===== src/rtl/core/flow_priority_classifier_core_macros.svh =====
// Assertion macros for the flow priority classifier.
// No dependencies; included by modules that assert.
`ifndef FLOW_PRIORITY_CLASSIFIER_CORE_MACROS_SVH
`define FLOW_PRIORITY_CLASSIFIER_CORE_MACROS_SVH
`ifndef SYNTHESIS
`define FPC_ASSERT(label, clk, rst_n, prop, msg) \
  label: assert property (@(posedge clk) disable iff (!rst_n) prop) else $error(msg);
`define FPC_ASSERT_NR(label, clk, prop, msg) \
  label: assert property (@(posedge clk) prop) else $error(msg);
`else
`define FPC_ASSERT(label, clk, rst_n, prop, msg)
`define FPC_ASSERT_NR(label, clk, prop, msg)
`endif
`endif


===== src/rtl/core/fpc_pkg.sv =====
// Shared types and constants for the flow priority classifier.
// No dependencies.
package fpc_pkg;
  localparam int FLOW_ENTRIES  = 128;
  localparam int HI_PORT_SLOTS = 8;
  localparam int IDX_W = (FLOW_ENTRIES > 1) ? $clog2(FLOW_ENTRIES) : 1;
  localparam int CNT_W = $clog2(FLOW_ENTRIES + 1);
  localparam int QDEPTH = 2;

  localparam logic [1:0] PRI_HIGH    = 2'd0;
  localparam logic [1:0] PRI_DEFAULT = 2'd1;
  localparam logic [1:0] PRI_LOW     = 2'd2;
  localparam logic [7:0] PROTO_ICMP = 8'h01;
  localparam logic [7:0] PROTO_TCP  = 8'd6;
  localparam logic [7:0] PROTO_UDP  = 8'd17;
  localparam logic CMD_CLASSIFY = 1'b0;
  localparam logic CMD_TICK     = 1'b1;

  localparam logic [2:0] REG_PORT_COUNT = 3'd0;
  localparam logic [2:0] REG_PORTS_LO   = 3'd1;
  localparam logic [2:0] REG_PORTS_HI   = 3'd2;
  localparam logic [2:0] REG_IDLE       = 3'd3;
  localparam logic [2:0] REG_BULK       = 3'd4;
  localparam logic [2:0] REG_RATE       = 3'd5;

  typedef enum logic [1:0] {
    OP_TICK   = 2'd0,
    OP_LOOKUP = 2'd1,
    OP_FIXED  = 2'd2
  } op_t;

  // word handed from front to back
  typedef struct packed {
    op_t         op;
    logic [1:0]  pri;
    logic [31:0] now_ms;
    logic [15:0] sport;
    logic [31:0] addr;
    logic [15:0] len;
  } job_t;
endpackage


===== src/rtl/core/fpc_front.sv =====
// Front end: accepts words, decides protocol and port priority, queues jobs.
// Depends on fpc_pkg and the core macros header.
`include "flow_priority_classifier_core_macros.svh"
module fpc_front (
  input  logic                clk,
  input  logic                rst_n,
  input  logic                in_valid,
  output logic                in_ready,
  input  logic                in_cmd,
  input  logic [31:0]         in_now_ms,
  input  logic [7:0]          in_protocol,
  input  logic [15:0]         in_source_port,
  input  logic [15:0]         in_dest_port,
  input  logic [31:0]         in_source_address,
  input  logic [15:0]         in_data_length,
  input  logic [3:0]          port_count,
  input  logic [127:0]        ports,
  output logic                job_valid,
  input  logic                job_ready,
  output fpc_pkg::job_t       job
);
  fpc_pkg::job_t q_r [fpc_pkg::QDEPTH];
  logic q_wp_r, q_rp_r;
  logic [1:0] q_cnt_r;
  logic hi;
  fpc_pkg::job_t nj;
  logic push, pop;

  always_comb begin
    hi = 1'b0;
    for (int k = 0; k < fpc_pkg::HI_PORT_SLOTS; k++) begin
      if ((k < int'(port_count)) &&
          (in_source_port == ports[k*16 +: 16] || in_dest_port == ports[k*16 +: 16]))
        hi = 1'b1;
    end
    nj.now_ms = in_now_ms;
    nj.sport  = in_source_port;
    nj.addr   = in_source_address;
    nj.len    = in_data_length;
    nj.pri    = fpc_pkg::PRI_DEFAULT;
    if (in_cmd == fpc_pkg::CMD_TICK) begin
      nj.op = fpc_pkg::OP_TICK;
    end else if (in_protocol == fpc_pkg::PROTO_ICMP) begin
      nj.op = fpc_pkg::OP_FIXED; nj.pri = fpc_pkg::PRI_HIGH;
    end else if (in_protocol != fpc_pkg::PROTO_TCP && in_protocol != fpc_pkg::PROTO_UDP) begin
      nj.op = fpc_pkg::OP_FIXED;
    end else if (hi) begin
      nj.op = fpc_pkg::OP_FIXED; nj.pri = fpc_pkg::PRI_HIGH;
    end else begin
      nj.op = fpc_pkg::OP_LOOKUP;
    end
  end

  assign in_ready  = (q_cnt_r != 2'(fpc_pkg::QDEPTH));
  assign push      = in_valid && in_ready;
  assign job_valid = (q_cnt_r != 2'd0);
  assign pop       = job_valid && job_ready;
  assign job       = q_r[q_rp_r];

  always_ff @(posedge clk) begin
    if (push) q_r[q_wp_r] <= nj;
    if (!rst_n) begin
      q_wp_r <= 1'b0; q_rp_r <= 1'b0; q_cnt_r <= 2'd0;
    end else begin
      if (push) q_wp_r <= ~q_wp_r;
      if (pop)  q_rp_r <= ~q_rp_r;
      q_cnt_r <= q_cnt_r + 2'(push) - 2'(pop);
    end
  end

  `FPC_ASSERT(a_q_bound, clk, rst_n, q_cnt_r <= 2'(fpc_pkg::QDEPTH), "queue overfilled")
  `FPC_ASSERT(a_no_pop_empty, clk, rst_n, (q_cnt_r == 2'd0) |-> !pop, "pop from empty queue")
  `FPC_ASSERT(a_push_cnt, clk, rst_n, (push && !pop) |=> q_cnt_r == $past(q_cnt_r) + 2'd1, "count slip")
endmodule


===== config.mk =====
export PLATFORM = sky130hd
export DESIGN_NAME = fpc_front
export DESIGN_NICKNAME = d
export VERILOG_FILES = /design/src/rtl/core/fpc_pkg.sv /design/src/rtl/core/fpc_front.sv
export VERILOG_INCLUDE_DIRS = /design/src /design/src/rtl/core
export SDC_FILE = /design/constraint.sdc
export NUM_CORES = 1
export LEC_CHECK = 0
export BUFFER_PORTS_ARGS = -buffer_cell sky130_fd_sc_hd__buf_2
export CORE_UTILIZATION = 45
export CTS_CLUSTER_SIZE = 28
export DETAILED_ROUTE_END_ITERATION = 16
export MAX_ROUTING_LAYER = met4
export PLACE_DENSITY_LB_ADDON = 0.2
export SLEW_MARGIN = 20
export SYNTH_ARGS = -nofsm -noshare
export SYNTH_HDL_FRONTEND = slang
export SYNTH_SLANG_ARGS = --single-unit

===== constraint.sdc =====
create_clock -name clk -period 7.1 [get_ports clk]
set_input_delay 1.42 -clock clk [delete_from_list [all_inputs] [get_ports clk]]
set_output_delay 1.42 -clock clk [all_outputs]
set_load 0.01 [all_outputs]

==> results.cfg <==
[clock_network]
numCtsBuffers = 21
htree_levels = 1
path_clk_slew_ns = 0.06
clock_latency_ns = 0.48
postCtsHoldBufs = 0
root_buffer = clkbuf_16
cts_tree = built
clk_path_buf_depth = 3
cts.sinks = 203
cts_resized = 0
cts_setup_buffers = 0

[timing]
setup_ws_ns = 3.06
final_max_slew_viol_count = 0
min_period_ns = 4.04
hold_viol_final = 0
max-slew-margin-rel_pct = 34.6
setup_viol = 0
fin_crit_sh_pct = 56.9
fmax_mhz = 247
max_slew.worst_pin.slew_ns = 0.982
finClkSkew_ns = 0.00752
tns_ns = 0
fin_hold_ws_ns = 0.578
rsz0062_at_grt = false

[setup_path]
arrival_ns = 2.62
cp_top_family = flip-flops
crit_type = reg2out
slowest_delay_ns = 0.88
crit_buf_inv = 2
crit_chain = buf_4 -> mux2_2 -> buf_2
slowest_stage = dfxtp_4
worstPathRequired_ns = 5.68
end_kind = output pin
start_kind = flop
cp_max_fo = 60

[floorplan]
coreArea_mm2 = 0.0229
dieArea_mm2 = 0.0242
die_width_um = 156
row_count = 55
boundaryPins = 359
start_util_pct = 46.3
die_y_um = 156

[global_routing]
antenna_found_initial = 8
grt_pass1_wl_um = 44400
grt_max_degree = 74
grt_overflow_total = 0
grt-busiest-layer = met2
met3_usage_pct = 3.36
first_global_vias = 7281
grt_use_total_pct = 26.0
use_met2_pct = 44.6
grt_use_met1_pct = 31.5

[min_path]
hold_class = reg2reg

[synth]
synth_warnings = 0
syn_area_per_cell_um2 = 14.5
synth_edf_count = 198
async_flop_share_pct = 0
ys_seq_area_share_pct = 56.9
synthFlopType = edfxtp_1
postSynthCellCount = 730
synth_seq_cells = 203
synth_top_cells_by_area = edfxtp_1, xor2_1, mux2_2, xnor2_1, buf_6
ys_types = 37
yosysTopAreaCell = edfxtp_1
yosysTopAreaCellShare_pct = 56.0
synth_area_mm2 = 0.0106
synth_nets = 989

[layout]
final_common_cell = buf_2
layout_common_cells = buf_2, edfxtp_1, xor2_1
final_cell_area_mm2 = 0.0131
final_util_pct = 57.1
drive_gt1_share_pct = 45.5
fill_cells = 2015
areaGrowthSynthToFinish_pct = 23.1
nets = 1328

[drt]
routed_wl_um = 31400
drcViolationCount = 0
wire_per_inst_um = 22.4
vias_per_cell = 5.23
antenna_left = 0
drt_pass1_iterations = 4
vias = 7338
drtIter0Drc = 482

[power_and_ir_drop]
pwr_density_cell_mw_per_mm2 = 266
p_leak_nw = 5.01
vdd_drop_max_v = 0.000176

[flow_run]
maxCapViolations = 0

[place]
place.gp.congestion = 0.943
io_buffers = 357
dp_slack_ns = 3.46
dp_hpwl_um = 23000
dpl-instance-area_mm2 = 0.0124

[run_status]
outcome = finished clean
[flip-flops by register name, summed over array words and instances (netlist names), named ones only]
register and flops:
q_r 198, q_cnt_r 2, q_rp_r 1, q_wp_r 1
[routing by layer]
metal	wire length (µm)	vias up
met2	15900	378
li1	-	3357
met4	755	0
met1	12300	3553
met5	0	-
met3	2400	50
[stage by stage]
stage               instances  power, mW
global placement         1359       2.52
detailed placement       1359       2.53
global route             1402       3.63
finish                   1402       3.48
CTS                      1394       3.52
floorplan                 730       2.16
[synth_stat cells, drive strengths merged (2+ instances only)]
master / number
clkbuf: 9
and3: 2
nor2b: 2
nand2: 5
nor4: 46
dfxtp: 5
edfxtp: 198
nand4: 35
mux2: 99
a21oi: 4
xor2: 160
ha: 2
nand2b: 2
buf: 35
inv: 2
nor2: 5
o21ai: 2
xnor2: 99
and2: 4
[worst paths after layout]
kind	startpoint	end	slack, ns	depth (start not counted)
max	flop	job[79]	3.06	3
min	q_rp_r$_SDFFE_PN0P_	flop	0.58	2
max reg2reg	q_cnt_r[0]$_SDFF_PN0_	q_r[0][22]$_DFFE_PP_	4.49	4
min reg2reg	q_rp_r$_SDFFE_PN0P_	flop	0.58	2
[power breakdown]
part / leakage, nW / total, mW / internal (mW) / switching [mW]
Sequential: 1.89 / 1.56 / 1.49 / 0.0763
Combinational: 2.83 / 0.931 / 0.435 / 0.496
Clock: 0.298 / 0.988 / 0.580 / 0.409
[tightest hold or removal path: cells and delay by family (launching register included)]
kind	cells	cell delay [ns]
xor+xnor	1	0.10
simple gates	1	0.10
flops	1	0.34
[final cells by class]
cell class	instances	area (µm²)	share of cell area, %
Sequential cell	203	6050	46.3
Antenna cell	8	20.0	0.153
Multi-Input combinational cell	481	4190	32.0
Tap cell	313	392	2.99
Inverter	2	7.51	0.0574
Clock buffer	28	552	4.22
Timing Repair Buffer	360	1810	13.8
Clock inverter	7	60.1	0.459
[kinds of logic after synthesis]
kind of cell / count (synthesis) / synth area share, %
AOI/OAI and AO/OA: 12 / 0.931
xor gates and xnor gates: 259 / 21.4
adders and majority gates: 2 / 0.236
buffers and inverters: 46 / 3.76
DFF: 203 / 56.9
muxes: 99 / 10.5
other: 1 / 0.0353
and+or+nand+nor: 108 / 6.26
Power figures use the tool's default switching activity.
